<file path="src/rtl/assert_macros.svh">
// Assertion macros shared by the RTL that checks itself
`ifndef ASSERT_MACROS_SVH
`define ASSERT_MACROS_SVH

// cond must never hold outside reset
`define ASSERT_NEVER(label, clk, rst, cond) \
  label: assert property (@(posedge clk) disable iff (rst) !(cond)) \
    else $error("assertion failed: condition must never hold");

// trig in one cycle implies resp in the next
`define ASSERT_NEXT(label, clk, rst, trig, resp) \
  label: assert property (@(posedge clk) disable iff (rst) (trig) |=> (resp)) \
    else $error("assertion failed: expected response missing");

`endif

</file>
<file path="src/rtl/firdf_pkg.sv">
// Shared types and constants of the direct-form FIR filter
`timescale 1ns / 1ps
package firdf_pkg;

  localparam int MAX_TAPS_DEF = 16;
  localparam int DATA_W       = 16;
  localparam int PROD_W       = 32;
  localparam int ACC_W        = 40;
  localparam int FRAC_W       = 15;
  localparam int IDX_W        = 4;
  localparam int TAP_CNT_W    = 5;
  localparam int S_TDATA_W    = 24;
  localparam int M_TDATA_W    = 16;

  localparam logic [TAP_CNT_W-1:0] TAP_CNT_RESET = 5'd16;

  localparam logic OP_LOAD_COEF = 1'b0;
  localparam logic OP_FILTER    = 1'b1;

  typedef enum logic [1:0] {
    ST_IDLE,
    ST_RUN,
    ST_DRAIN,
    ST_DONE
  } fir_state_t;

  typedef struct packed {
    logic clear;
    logic issue;
  } mac_ctl_t;

  typedef struct packed {
    logic busy;
  } mac_sts_t;

endpackage

</file>
<file path="src/rtl/firdf_tap_mem.sv">
// Delay-line and coefficient memories with per-entry valid bits
`timescale 1ns / 1ps
module firdf_tap_mem #(
  parameter int MAX_TAPS = firdf_pkg::MAX_TAPS_DEF,
  parameter int AW       = $clog2(MAX_TAPS)
) (
  input  logic                                clk,
  input  logic                                rst,
  input  logic                                dl_we,
  input  logic [AW-1:0]                       dl_waddr,
  input  logic                                coef_we,
  input  logic [AW-1:0]                       coef_waddr,
  input  logic signed [firdf_pkg::DATA_W-1:0] wdata,
  input  logic                                rd_en,
  input  logic [AW-1:0]                       dl_raddr,
  input  logic [AW-1:0]                       coef_raddr,
  output logic signed [firdf_pkg::DATA_W-1:0] dl_rdata,
  output logic signed [firdf_pkg::DATA_W-1:0] coef_rdata
);
  import firdf_pkg::*;

  logic [DATA_W-1:0]   dl_mem   [MAX_TAPS];
  logic [DATA_W-1:0]   coef_mem [MAX_TAPS];
  logic [MAX_TAPS-1:0] dl_valid;
  logic [MAX_TAPS-1:0] coef_valid;
  logic [DATA_W-1:0]   dl_q;
  logic [DATA_W-1:0]   coef_q;
  logic                dl_vq;
  logic                coef_vq;

  always_ff @(posedge clk) begin
    if (dl_we) begin
      dl_mem[dl_waddr] <= wdata;
    end
    if (coef_we) begin
      coef_mem[coef_waddr] <= wdata;
    end
    if (rd_en) begin
      dl_q   <= dl_mem[dl_raddr];
      coef_q <= coef_mem[coef_raddr];
    end
  end

  always_ff @(posedge clk) begin
    if (rst) begin
      dl_valid   <= '0;
      coef_valid <= '0;
      dl_vq      <= 1'b0;
      coef_vq    <= 1'b0;
    end else begin
      if (dl_we) begin
        dl_valid[dl_waddr] <= 1'b1;
      end
      if (coef_we) begin
        coef_valid[coef_waddr] <= 1'b1;
      end
      if (rd_en) begin
        dl_vq   <= dl_valid[dl_raddr];
        coef_vq <= coef_valid[coef_raddr];
      end
    end
  end

  assign dl_rdata   = dl_vq ? signed'(dl_q) : '0;
  assign coef_rdata = coef_vq ? signed'(coef_q) : '0;

endmodule

</file>
<file path="src/rtl/firdf_mac.sv">
// Shared multiply-accumulate with output scaling and saturation
`timescale 1ns / 1ps
module firdf_mac (
  input  logic                                clk,
  input  logic                                rst,
  input  firdf_pkg::mac_ctl_t                 ctl,
  output firdf_pkg::mac_sts_t                 sts,
  input  logic signed [firdf_pkg::DATA_W-1:0] dl_rdata,
  input  logic signed [firdf_pkg::DATA_W-1:0] coef_rdata,
  output logic signed [firdf_pkg::DATA_W-1:0] filtered,
  output logic                                clipped
);
  import firdf_pkg::*;

  localparam int TOP_W = ACC_W - FRAC_W - DATA_W + 1;

  logic                     rd_v;
  logic                     mul_v;
  logic signed [PROD_W-1:0] prod;
  logic signed [ACC_W-1:0]  acc;
  logic [TOP_W-1:0]         top_bits;

  always_ff @(posedge clk) begin
    if (rst) begin
      rd_v  <= 1'b0;
      mul_v <= 1'b0;
    end else begin
      rd_v  <= ctl.issue;
      mul_v <= rd_v;
    end
  end

  always_ff @(posedge clk) begin
    if (rd_v) begin
      prod <= dl_rdata * coef_rdata;
    end
    if (ctl.clear) begin
      acc <= '0;
    end else if (mul_v) begin
      acc <= acc + {{(ACC_W-PROD_W){prod[PROD_W-1]}}, prod};
    end
  end

  assign sts.busy = rd_v | mul_v;

  assign top_bits = acc[ACC_W-1:FRAC_W+DATA_W-1];

  always_comb begin
    clipped  = !((&top_bits) || !(|top_bits));
    filtered = signed'(acc[FRAC_W+DATA_W-1:FRAC_W]);
    if (clipped) begin
      filtered = acc[ACC_W-1] ? signed'({1'b1, {(DATA_W-1){1'b0}}})
                              : signed'({1'b0, {(DATA_W-1){1'b1}}});
    end
  end

endmodule

</file>
<file path="src/rtl/firdf_ctrl.sv">
// Sequencer: intake, delay-line pointer, tap walk and output register
`timescale 1ns / 1ps
module firdf_ctrl #(
  parameter int MAX_TAPS = firdf_pkg::MAX_TAPS_DEF,
  parameter int AW       = $clog2(MAX_TAPS)
) (
  input  logic                                   clk,
  input  logic                                   rst,
  input  logic                                   cfg_we,
  input  logic [firdf_pkg::TAP_CNT_W-1:0]        cfg_wdata,
  input  logic                                   in_valid,
  output logic                                   in_ready,
  input  logic                                   in_op,
  input  logic [firdf_pkg::IDX_W-1:0]            in_idx,
  output logic                                   out_valid,
  input  logic                                   out_ready,
  output logic signed [firdf_pkg::DATA_W-1:0]    out_filtered,
  output logic                                   out_clipped,
  output firdf_pkg::mac_ctl_t                    mac_ctl,
  input  firdf_pkg::mac_sts_t                    mac_sts,
  input  logic signed [firdf_pkg::DATA_W-1:0]    mac_filtered,
  input  logic                                   mac_clipped,
  output logic                                   dl_we,
  output logic [AW-1:0]                          dl_waddr,
  output logic                                   coef_we,
  output logic [AW-1:0]                          coef_waddr,
  output logic                                   rd_en,
  output logic [AW-1:0]                          dl_raddr,
  output logic [AW-1:0]                          coef_raddr
);
  import firdf_pkg::*;

  localparam int TW = $clog2(MAX_TAPS + 1);
  localparam int CW = (TW > TAP_CNT_W) ? TW : TAP_CNT_W;
  localparam logic [AW-1:0] LAST_ADDR = AW'(MAX_TAPS - 1);
  localparam logic [CW-1:0] MAX_CNT   = CW'(MAX_TAPS);

  fir_state_t           state;
  fir_state_t           state_next;
  logic [TAP_CNT_W-1:0] tap_count;
  logic [AW-1:0]        ptr;
  logic [AW-1:0]        ptr_next;
  logic [AW-1:0]        rd_addr;
  logic [CW-1:0]        issue_cnt;
  logic [CW-1:0]        taps_eff;
  logic                 accept;
  logic                 accept_sample;
  logic                 load_out;

  assign taps_eff = (CW'(tap_count) > MAX_CNT) ? MAX_CNT : CW'(tap_count);
  assign ptr_next = (ptr == '0) ? LAST_ADDR : ptr - AW'(1);
  assign accept        = in_valid && in_ready;
  assign accept_sample = accept && (in_op == OP_FILTER);

  always_comb begin
    state_next = state;
    case (state)
      ST_IDLE: begin
        if (accept_sample) begin
          state_next = (taps_eff == '0) ? ST_DONE : ST_RUN;
        end
      end
      ST_RUN: begin
        if (issue_cnt == taps_eff - CW'(1)) begin
          state_next = ST_DRAIN;
        end
      end
      ST_DRAIN: begin
        if (!mac_sts.busy) begin
          state_next = ST_DONE;
        end
      end
      ST_DONE: begin
        if (!out_valid || out_ready) begin
          state_next = ST_IDLE;
        end
      end
      default: state_next = ST_IDLE;
    endcase
  end

  always_comb begin
    in_ready      = (state == ST_IDLE);
    mac_ctl.issue = (state == ST_RUN);
    mac_ctl.clear = accept_sample;
    load_out      = (state == ST_DONE) && (!out_valid || out_ready);
    rd_en         = (state == ST_RUN);
    dl_we         = accept_sample;
    dl_waddr      = ptr_next;
    coef_we       = accept && (in_op == OP_LOAD_COEF) && (CW'(in_idx) < MAX_CNT);
    coef_waddr    = AW'(in_idx);
    dl_raddr      = rd_addr;
    coef_raddr    = issue_cnt[AW-1:0];
  end

  always_ff @(posedge clk) begin
    if (rst) begin
      state     <= ST_IDLE;
      tap_count <= TAP_CNT_RESET;
      ptr       <= '0;
      out_valid <= 1'b0;
    end else begin
      state <= state_next;
      if (cfg_we) begin
        tap_count <= cfg_wdata;
      end
      if (accept_sample) begin
        ptr <= ptr_next;
      end
      if (load_out) begin
        out_valid <= 1'b1;
      end else if (out_ready) begin
        out_valid <= 1'b0;
      end
    end
  end

  always_ff @(posedge clk) begin
    if (accept_sample) begin
      rd_addr   <= ptr_next;
      issue_cnt <= '0;
    end else if (state == ST_RUN) begin
      rd_addr   <= (rd_addr == LAST_ADDR) ? '0 : rd_addr + AW'(1);
      issue_cnt <= issue_cnt + CW'(1);
    end
    if (load_out) begin
      out_filtered <= mac_filtered;
      out_clipped  <= mac_clipped;
    end
  end

endmodule

</file>
<file path="src/rtl/fir_filter_direct_form_core.sv">
// Top level of the direct-form FIR filter
// Usage:
//   Input stream s_axis: tuser selects the transaction kind. A coefficient
//   transaction writes tdata tap_index/value into the coefficient memory and
//   yields no output. A sample transaction pushes value into the delay line
//   and yields one output transaction on m_axis: filtered in tdata, clipped
//   in tuser.
//   cfg_we/cfg_wdata set the tap count; write it only while the block idles.
//   Samples are handled one at a time: the next transaction is accepted only
//   after the single multiply-accumulate has walked the delay-line and
//   coefficient memories one tap per cycle (read, multiply, accumulate),
//   drained and loaded the output register. A coefficient transaction leaves
//   the sequencer idle, ready for the next transaction.
//   s_axis_tready is high while the sequencer is idle; a result waiting in
//   the output register does not block the next transaction, only the
//   following result is held until m_axis_tready frees the register.
//   Reset: synchronous rst clears both memories through valid bits at once,
//   sets the tap count to 16 and drops any pending output.
`timescale 1ns / 1ps
`include "assert_macros.svh"
module fir_filter_direct_form_core #(
  parameter int MAX_TAPS = firdf_pkg::MAX_TAPS_DEF
) (
  input  logic                                clk,
  input  logic                                rst,
  input  logic                                cfg_we,
  input  logic [firdf_pkg::TAP_CNT_W-1:0]     cfg_wdata,
  input  logic                                s_axis_tvalid,
  output logic                                s_axis_tready,
  input  logic [firdf_pkg::S_TDATA_W-1:0]     s_axis_tdata,  // tap_index[3:0], value[19:4]
  input  logic                                s_axis_tuser,  // operation
  output logic                                m_axis_tvalid,
  input  logic                                m_axis_tready,
  output logic [firdf_pkg::M_TDATA_W-1:0]     m_axis_tdata,  // filtered[15:0]
  output logic                                m_axis_tuser   // clipped
);
  import firdf_pkg::*;

  localparam int AW = $clog2(MAX_TAPS);

  mac_ctl_t                 mac_ctl;
  mac_sts_t                 mac_sts;
  logic signed [DATA_W-1:0] in_value;
  logic signed [DATA_W-1:0] dl_rdata;
  logic signed [DATA_W-1:0] coef_rdata;
  logic signed [DATA_W-1:0] mac_filtered;
  logic                     mac_clipped;
  logic signed [DATA_W-1:0] out_filtered;
  logic                     dl_we;
  logic                     coef_we;
  logic                     rd_en;
  logic [AW-1:0]            dl_waddr;
  logic [AW-1:0]            coef_waddr;
  logic [AW-1:0]            dl_raddr;
  logic [AW-1:0]            coef_raddr;

  assign in_value     = signed'(s_axis_tdata[IDX_W+DATA_W-1:IDX_W]);
  assign m_axis_tdata = out_filtered;

  firdf_ctrl #(
    .MAX_TAPS (MAX_TAPS),
    .AW       (AW)
  ) u_ctrl (
    .clk          (clk),
    .rst          (rst),
    .cfg_we       (cfg_we),
    .cfg_wdata    (cfg_wdata),
    .in_valid     (s_axis_tvalid),
    .in_ready     (s_axis_tready),
    .in_op        (s_axis_tuser),
    .in_idx       (s_axis_tdata[IDX_W-1:0]),
    .out_valid    (m_axis_tvalid),
    .out_ready    (m_axis_tready),
    .out_filtered (out_filtered),
    .out_clipped  (m_axis_tuser),
    .mac_ctl      (mac_ctl),
    .mac_sts      (mac_sts),
    .mac_filtered (mac_filtered),
    .mac_clipped  (mac_clipped),
    .dl_we        (dl_we),
    .dl_waddr     (dl_waddr),
    .coef_we      (coef_we),
    .coef_waddr   (coef_waddr),
    .rd_en        (rd_en),
    .dl_raddr     (dl_raddr),
    .coef_raddr   (coef_raddr)
  );

  firdf_tap_mem #(
    .MAX_TAPS (MAX_TAPS),
    .AW       (AW)
  ) u_tap_mem (
    .clk        (clk),
    .rst        (rst),
    .dl_we      (dl_we),
    .dl_waddr   (dl_waddr),
    .coef_we    (coef_we),
    .coef_waddr (coef_waddr),
    .wdata      (in_value),
    .rd_en      (rd_en),
    .dl_raddr   (dl_raddr),
    .coef_raddr (coef_raddr),
    .dl_rdata   (dl_rdata),
    .coef_rdata (coef_rdata)
  );

  firdf_mac u_mac (
    .clk        (clk),
    .rst        (rst),
    .ctl        (mac_ctl),
    .sts        (mac_sts),
    .dl_rdata   (dl_rdata),
    .coef_rdata (coef_rdata),
    .filtered   (mac_filtered),
    .clipped    (mac_clipped)
  );

  `ASSERT_NEVER(a_ready_while_busy, clk, rst, s_axis_tready && mac_sts.busy)
  `ASSERT_NEVER(a_issue_while_ready, clk, rst, s_axis_tready && mac_ctl.issue)
  `ASSERT_NEVER(a_write_while_walk, clk, rst, (dl_we || coef_we) && rd_en)
  `ASSERT_NEXT(a_sample_blocks, clk, rst, s_axis_tvalid && s_axis_tready && (s_axis_tuser == OP_FILTER), !s_axis_tready)

endmodule
</file>
<file path="config.mk">
export PLATFORM = sky130hd
export DESIGN_NAME = fir_filter_direct_form_core
export DESIGN_NICKNAME = d
export VERILOG_FILES = /design/src/rtl/firdf_pkg.sv /design/src/rtl/firdf_tap_mem.sv /design/src/rtl/firdf_mac.sv /design/src/rtl/firdf_ctrl.sv /design/src/rtl/fir_filter_direct_form_core.sv
export VERILOG_INCLUDE_DIRS = /design/src /design/src/rtl
export SDC_FILE = /design/constraint.sdc
export NUM_CORES = 2
export LEC_CHECK = 0
export ABC_CLOCK_PERIOD_IN_PS = 8900
export BUFFER_PORTS_ARGS = -buffer_cell sky130_fd_sc_hd__buf_2
export CAP_MARGIN = 20
export CELL_PAD_IN_SITES_DETAIL_PLACEMENT = 0
export CELL_PAD_IN_SITES_GLOBAL_PLACEMENT = 1
export CORE_MARGIN = 5
export CORE_UTILIZATION = 45
export DETAILED_ROUTE_END_ITERATION = 8
export GPL_TIMING_DRIVEN = 0
export PLACE_DENSITY = 0.73
export SLEW_MARGIN = 20
export SYNTH_ARGS = -nofsm -noshare
export SYNTH_HDL_FRONTEND = slang
export SYNTH_HIERARCHICAL = 1
export SYNTH_SLANG_ARGS = --single-unit
</file>
<file path="constraint.sdc">
create_clock -name clk -period 8.9 [get_ports clk]
set_input_delay 1.335 -clock clk [delete_from_list [all_inputs] [get_ports clk]]
set_output_delay 1.335 -clock clk [all_outputs]
set_load 0.02 [all_outputs]
</file>
Yosys cells after proc, flatten, opt, wreduce, memory -nomap -nowiden
Memory sizes are Yosys's and may differ from the RTL's. A register that Yosys moved wholly into a read port is not among the register bits.
Cells that the tools add are included.
- $add $sub $neg: 5
- multiply operators: 1
- order comparisons: 7
- equality and inequality tests: 9
- mux-type cells: 29
- bitwise gates (word level): 4
- reductions and logical operators: 19
- operators by type and width (operator ; count):
    16-bit two-way mux ; 4
    40-bit adder ; 1
    16-bit by 16-bit multiplier with 32-bit output ; 1
    16-bit bitwise OR ; 2
    4-bit by 5-bit less-than comparator with 1-bit output (second input constant) ; 4
    4-bit two-way mux ; 4
    1-bit two-way mux ; 10
    2-bit two-way mux ; 5
    10-bit AND reduction ; 1
    10-bit OR reduction ; 1
    1-bit binary-select mux with 4-bit select ; 2
    1-bit demux with 4-bit select ; 2
    4-bit by 1-bit >= comparator with 1-bit output (second input constant) ; 2
    2-bit case mux with 4 select lines ; 1
    1-bit logical AND ; 6
    5-bit by 1-bit adder with 5-bit output (second input constant) ; 1
    5-bit == test ; 1
    5-bit greater-than comparator (second input constant) ; 1
    5-bit logical NOT ; 1
    5-bit two-way mux ; 1
    5-bit by 1-bit subtractor with 5-bit output (second input constant) ; 1
    4-bit by 1-bit adder with 4-bit output (second input constant) ; 1
    2-bit == test (second input constant) ; 2
    4-bit == test (second input constant) ; 1
    12 further kinds ; 18
- bits in registers: 146
- bits in writable memories: 512
- input port bits: 35
- word-level logic and storage cells: 92
- memories kept: 2
- memories (memory ; depth ; width ; read ports ; clocked after memory_dff ; write ports ; line ; RTL):
    u_tap_mem.coef_mem ; 16 ; 16 ; 1 ; 1 ; 1 ; firdf_tap_mem.sv:23 ; logic [DATA_W-1:0] coef_mem [MAX_TAPS];
    u_tap_mem.dl_mem ; 16 ; 16 ; 1 ; 1 ; 1 ; firdf_tap_mem.sv:22 ; logic [DATA_W-1:0] dl_mem [MAX_TAPS];

Depth between registers and ports, before layout
- depth after elaboration: 7
- mapped depth: 27
- depth with buffers taken out: 25

Hierarchy
Netlist, hierarchy kept.
- modules (own cells, without submodules) (module ; times used ; cells each ; area an instance (µm²) ; seq. area each (µm²)):
    firdf_tap_mem ; 1 ; 944 ; 21810.9 ; 17016.3
    firdf_mac ; 1 ; 1558 ; 14307.5 ; 1801.7
    firdf_ctrl ; 1 ; 155 ; 1745.4 ; 970.9

Worst setup path before layout
Ideal clock, no wire load.
- path kind: flip-flop to flip-flop
- start point: register u_tap_mem.dl_vq
- end point: register u_mac.prod[31], data pin
- library setup time: 0.263 ns
- arrival: 6.491 ns
- setup slack: 2.146 ns
- cell stages (with the launch flop): 25
- path buffers: 2
- clock period less this slack: 6.754 ns
- cell sequence: dfxtp_1 -> clkbuf_1 -> and2_1 -> clkbuf_1 -> nand2_1 -> fa_1 -> fa_1 -> fa_1 -> inv_1 -> fa_1 -> fa_1 -> inv_1 -> fa_1 -> inv_1 -> ha_1 -> a21o_1 -> a21o_1 -> a21oi_1 -> o21ai_0 -> a22o_1 -> o311a_4 -> o41ai_4 -> o21ai_1 -> o41ai_2 -> xnor2_1
- longest elaborated chain between the ends: 2
- RTL lines (element ; line ; RTL):
    start: declaration ; firdf_tap_mem.sv:28 ; logic dl_vq;
    start signal: assignment ; firdf_tap_mem.sv:58 ; dl_vq <= dl_valid[dl_raddr];
    16-bit two-way mux ; firdf_tap_mem.sv:64 ; assign dl_rdata = dl_vq ? signed'(dl_q) : '0;
    net dl_rdata[9] ; fir_filter_direct_form_core.sv:44 ; logic signed [DATA_W-1:0] dl_rdata;
    16-bit by 16-bit multiplier with 32-bit output ; firdf_mac.sv:35 ; prod <= dl_rdata * coef_rdata;
    end signal: assignment ; firdf_mac.sv:35 ;
    end: declaration ; firdf_mac.sv:19 ; logic signed [PROD_W-1:0] prod;
The timed path passes the listed nets, and every way through them passes these cells.
A chain may end at the register's enable or synchronous reset.

Final worst setup path
- start point: register u_tap_mem.coef_vq
- end point: register u_mac.prod[31], data pin
- longest elaborated chain between the ends: 2
- RTL lines (element ; line ; RTL):
    start: declaration ; firdf_tap_mem.sv:29 ; logic coef_vq;
    start signal: assignment ; firdf_tap_mem.sv:59 ; coef_vq <= coef_valid[coef_raddr];
    16-bit two-way mux ; firdf_tap_mem.sv:65 ; assign coef_rdata = coef_vq ? signed'(coef_q) : '0;
    net coef_rdata[5] ; fir_filter_direct_form_core.sv:45 ; logic signed [DATA_W-1:0] coef_rdata;
    16-bit by 16-bit multiplier with 32-bit output ; firdf_mac.sv:35 ;
The timed path passes the listed nets, and every way through them passes these cells.

==> impl_results.md <==
* Outcome: finished clean
* Layout fillers at 7031
* Row cnt at 106
* Clk pwr share at 0.324
* Final core utilization at 0.507
* Cell Count, Final, Fillers Out at 3944
* Global-route wire length before repair at 138000 um
* Yosys top cell area share at 0.473
* Slowest stage delay, CP at 540 ps
* Ys async rst share at 0
* Cell Int Power at 0.00667 W
* Slowest CP cell: fa_1
* Die Wd at 300 um
* CTS hold repair buffers at 0
* Port Buffers at 44
* CTS tree: yes
* FF+latch count, synth at 690
* Max-slew violation count at 0
* # DRC at 0
* Post-route ant nets at 0
* Placed insts at 3806
* CP most frequent cell: fa_1
* Grt total ovfl at 0
* Crit path required time at 9230 ps
* Layout Area Growth over Synthesis at 11.9%
* Total Wirelength at 88800 um
* Final Setup Violations at 0
* # H-tree levels at 3
* CP arrival at 8350 ps
* HP Class: reg -> reg
* Peak Freq at 125 MHz
* Worst-Margin Slew at 953 ps
* Top post-synthesis cells by count: 597 x edfxtp_1, 314 x inv_1, 263 x fa_1, 183 x nor2_1, 174 x nand2_1
* Net count reported at finish at 3229
* P_leak at 16.4 nW
* Share of layout cells above drive strength 1 at 0.153
* Crit path buffers/inverters at 6
* Die area at 90000 um^2
* Critical path class: reg -> reg
* Fin. Hold Viols at 0
* Rel. slew slack at 0.365
* Sequential share of power at 0.423
* Area of the multi-input gates at 16600 um^2
* Seq/Total Area, Yosys at 0.523
* CTS Sinks at 690
* Routed via count at 21600
* Initial antenna violation count at 2
* Post-CTS Resized at 0
* Core box area at 83600 um^2
* Cells after Synth at 2657
* NetSw at 0.00277 W
* TritonCTS buffer count at 74
* Post-DP HPWL at 64000 um
* Avg Inst Size Synth at 14.3 um^2
* Crit Path Max Fanout at 10
* Largest area contributor in the netlist: edfxtp_1
* Latest clock arrival within the worst-skew pair at 660 ps
* Post-synth top flop: edfxtp_1
* RSZ-0062 raised after global routing: no
* Reg area at 19800 um^2
* Gpl congestion at 0.946
* Switching part of the total at 0.294
* Longest Clk Path Bufs at 3
* Initial Util at 0.453
* Synth warn at 6
* Synth Net Count at 3084
* Die Ht at 300 um
* Final period utilization at 0.901
* Skew final at 79.1 ps
* Clock root cell: clkbuf_16
* Startpoint types: flip-flop
* Largest net degree at the start of global routing at 35
* Clock Pin Slew Worst Setup and Hold Paths at 60 ps
* Power Density at 223 nW/um^2
* Mapped Area at 37900 um^2
* Count leader, synth: edfxtp_1
* Vias per cell at 5.48
* Maxcap violations at 0
* Min cycle time layout at 8020 ps
* Largest cells by area after synthesis: edfxtp_1 47%, fa_1 14%, mux4_2 10%
* Number of DRC markers in iteration 0 at 1447
* Comb power frac at 0.254
* Unique masters post-synth at 73
* Crit path capture type: flip-flop
* TritonRoute pass-1 iters at 7
* Total negative slack at 0 ps
* Vias in the first global route at 23100
* Worst vdd ir at 192 uV
* Routed WL per cell at 22.5 um
* Post-synth EDFFs at 597
* Final hold slack at 467 ps
* Io pins at 54
* Postcts setup bufs at 0
* Kind of cell adding the most delay to the critical path: adder cells
* GRT Overall Usage at 0.200
-- layout make-up --
cell class	count	share of cell area
clock inverter	35	0.0105
buffer	106	0.0125
clock buffer	102	0.0476
antenna	1	0.0000591
sequential	690	0.467
tap	1080	0.0319
inverter	316	0.0280
timing repair buffer	69	0.0115
multi-input combinational	1545	0.391
-- cell usage in the layout (no fill, tap or decap), drive strengths merged, types with 38 or more instances in the layout --
master and instances:
ha 129, inv 318, dfxtp 93, xnor2 49, a21o 49, o21ai 38, mux4 168, fa 263
and2 163, nand2 174, clkbuf 170, edfxtp 597, nor2 183, a21oi 63, buf 107
-- metrics by stage --
step | setup WS (ps) | total power (W) | cell area, um^2
CTS | 826 | 0.00952 | 42400
global placement | 870 | 0.00635 | 39400
floorplan | 2150 | 0.00575 | 37900
detailed placement | 806 | 0.00644 | 39900
global route | 337 | 0.00987 | 42400
finish | 879 | 0.00944 | 42400
-- path summary, 6_finish.rpt --
check,startpoint,end,slack (ps),cells past startpoint
worst max-delay path,u_tap_mem/coef_vq,u_mac/prod[31],880,25
worst min-delay path,u_tap_mem/dl_valid[10],u_tap_mem/dl_valid[10],470,2
worst max register to register,u_tap_mem/coef_vq,u_mac/prod[31],880,25
worst min register to register,u_tap_mem/dl_valid[10],u_tap_mem/dl_valid[10],470,2
-- sequential cells by signal, indices dropped and copies added (netlist names) --
register	count
u_tap_mem/dl_q	16
u_ctrl/tap_count	5
u_tap_mem/dl_mem	256
u_ctrl/state	2
u_ctrl/ptr	4
u_ctrl/dl_raddr	4
u_tap_mem/coef_vq	1
u_ctrl/out_clipped	1
u_tap_mem/coef_q	16
u_mac/prod	32
u_mac/acc	40
u_tap_mem/coef_valid	16
u_ctrl/out_valid	1
u_tap_mem/dl_vq	1
u_ctrl/issue_cnt	5
u_tap_mem/coef_mem	256
u_tap_mem/dl_valid	16
u_mac/rd_v	1
u_mac/mul_v	1
u_ctrl/out_filtered	16
-- kinds of logic after synthesis --
logic type,share of synthesized area
simple gates,0.0824
compound gates,0.0428
buf+inv,0.0453
xor+xnor,0.0171
mux,0.108
fa+ha+maj,0.182
flops,0.523
-- worst reg2reg max path, cell delays in order (launching register included) --
cell and delay [ps]:
dfxtp_1 450, clkbuf_1 340, and2_1 410, clkbuf_1 530
and2_1 240, fa_1 440, inv_1 80, fa_1 440
fa_1 520, inv_1 50, fa_1 460, fa_1 540
inv_1 50, fa_1 520, inv_1 40, ha_1 350
a21o_1 230, a21o_1 180, a21oi_1 230, o21ai_0 120
a22o_1 290, o311a_4 350, o41ai_4 250, o21ai_1 170
o41ai_2 240, xnor2_1 180
-- metal layers --
metal,vias up,track usage,part of all wire
met4,0,0.0640,0.034
met1,11100,0.256,0.41
met5,-,0,0
met3,166,0.0269,0.047
met2,628,0.354,0.51
li1,9678,-,-
-- power groups by stage --
stage          Combinational (W)  Clock, W  Sequential (W)
2_1_floorplan            0.00174         0         0.00401
3_3_place_gp             0.00230         0         0.00405
3_5_place_dp             0.00239         0         0.00405
4_1_cts                  0.00240   0.00313         0.00399
5_1_grt                  0.00259   0.00327         0.00401
6_report                 0.00239   0.00305         0.00399
No activity file was read; power rests on OpenSTA's default activity.
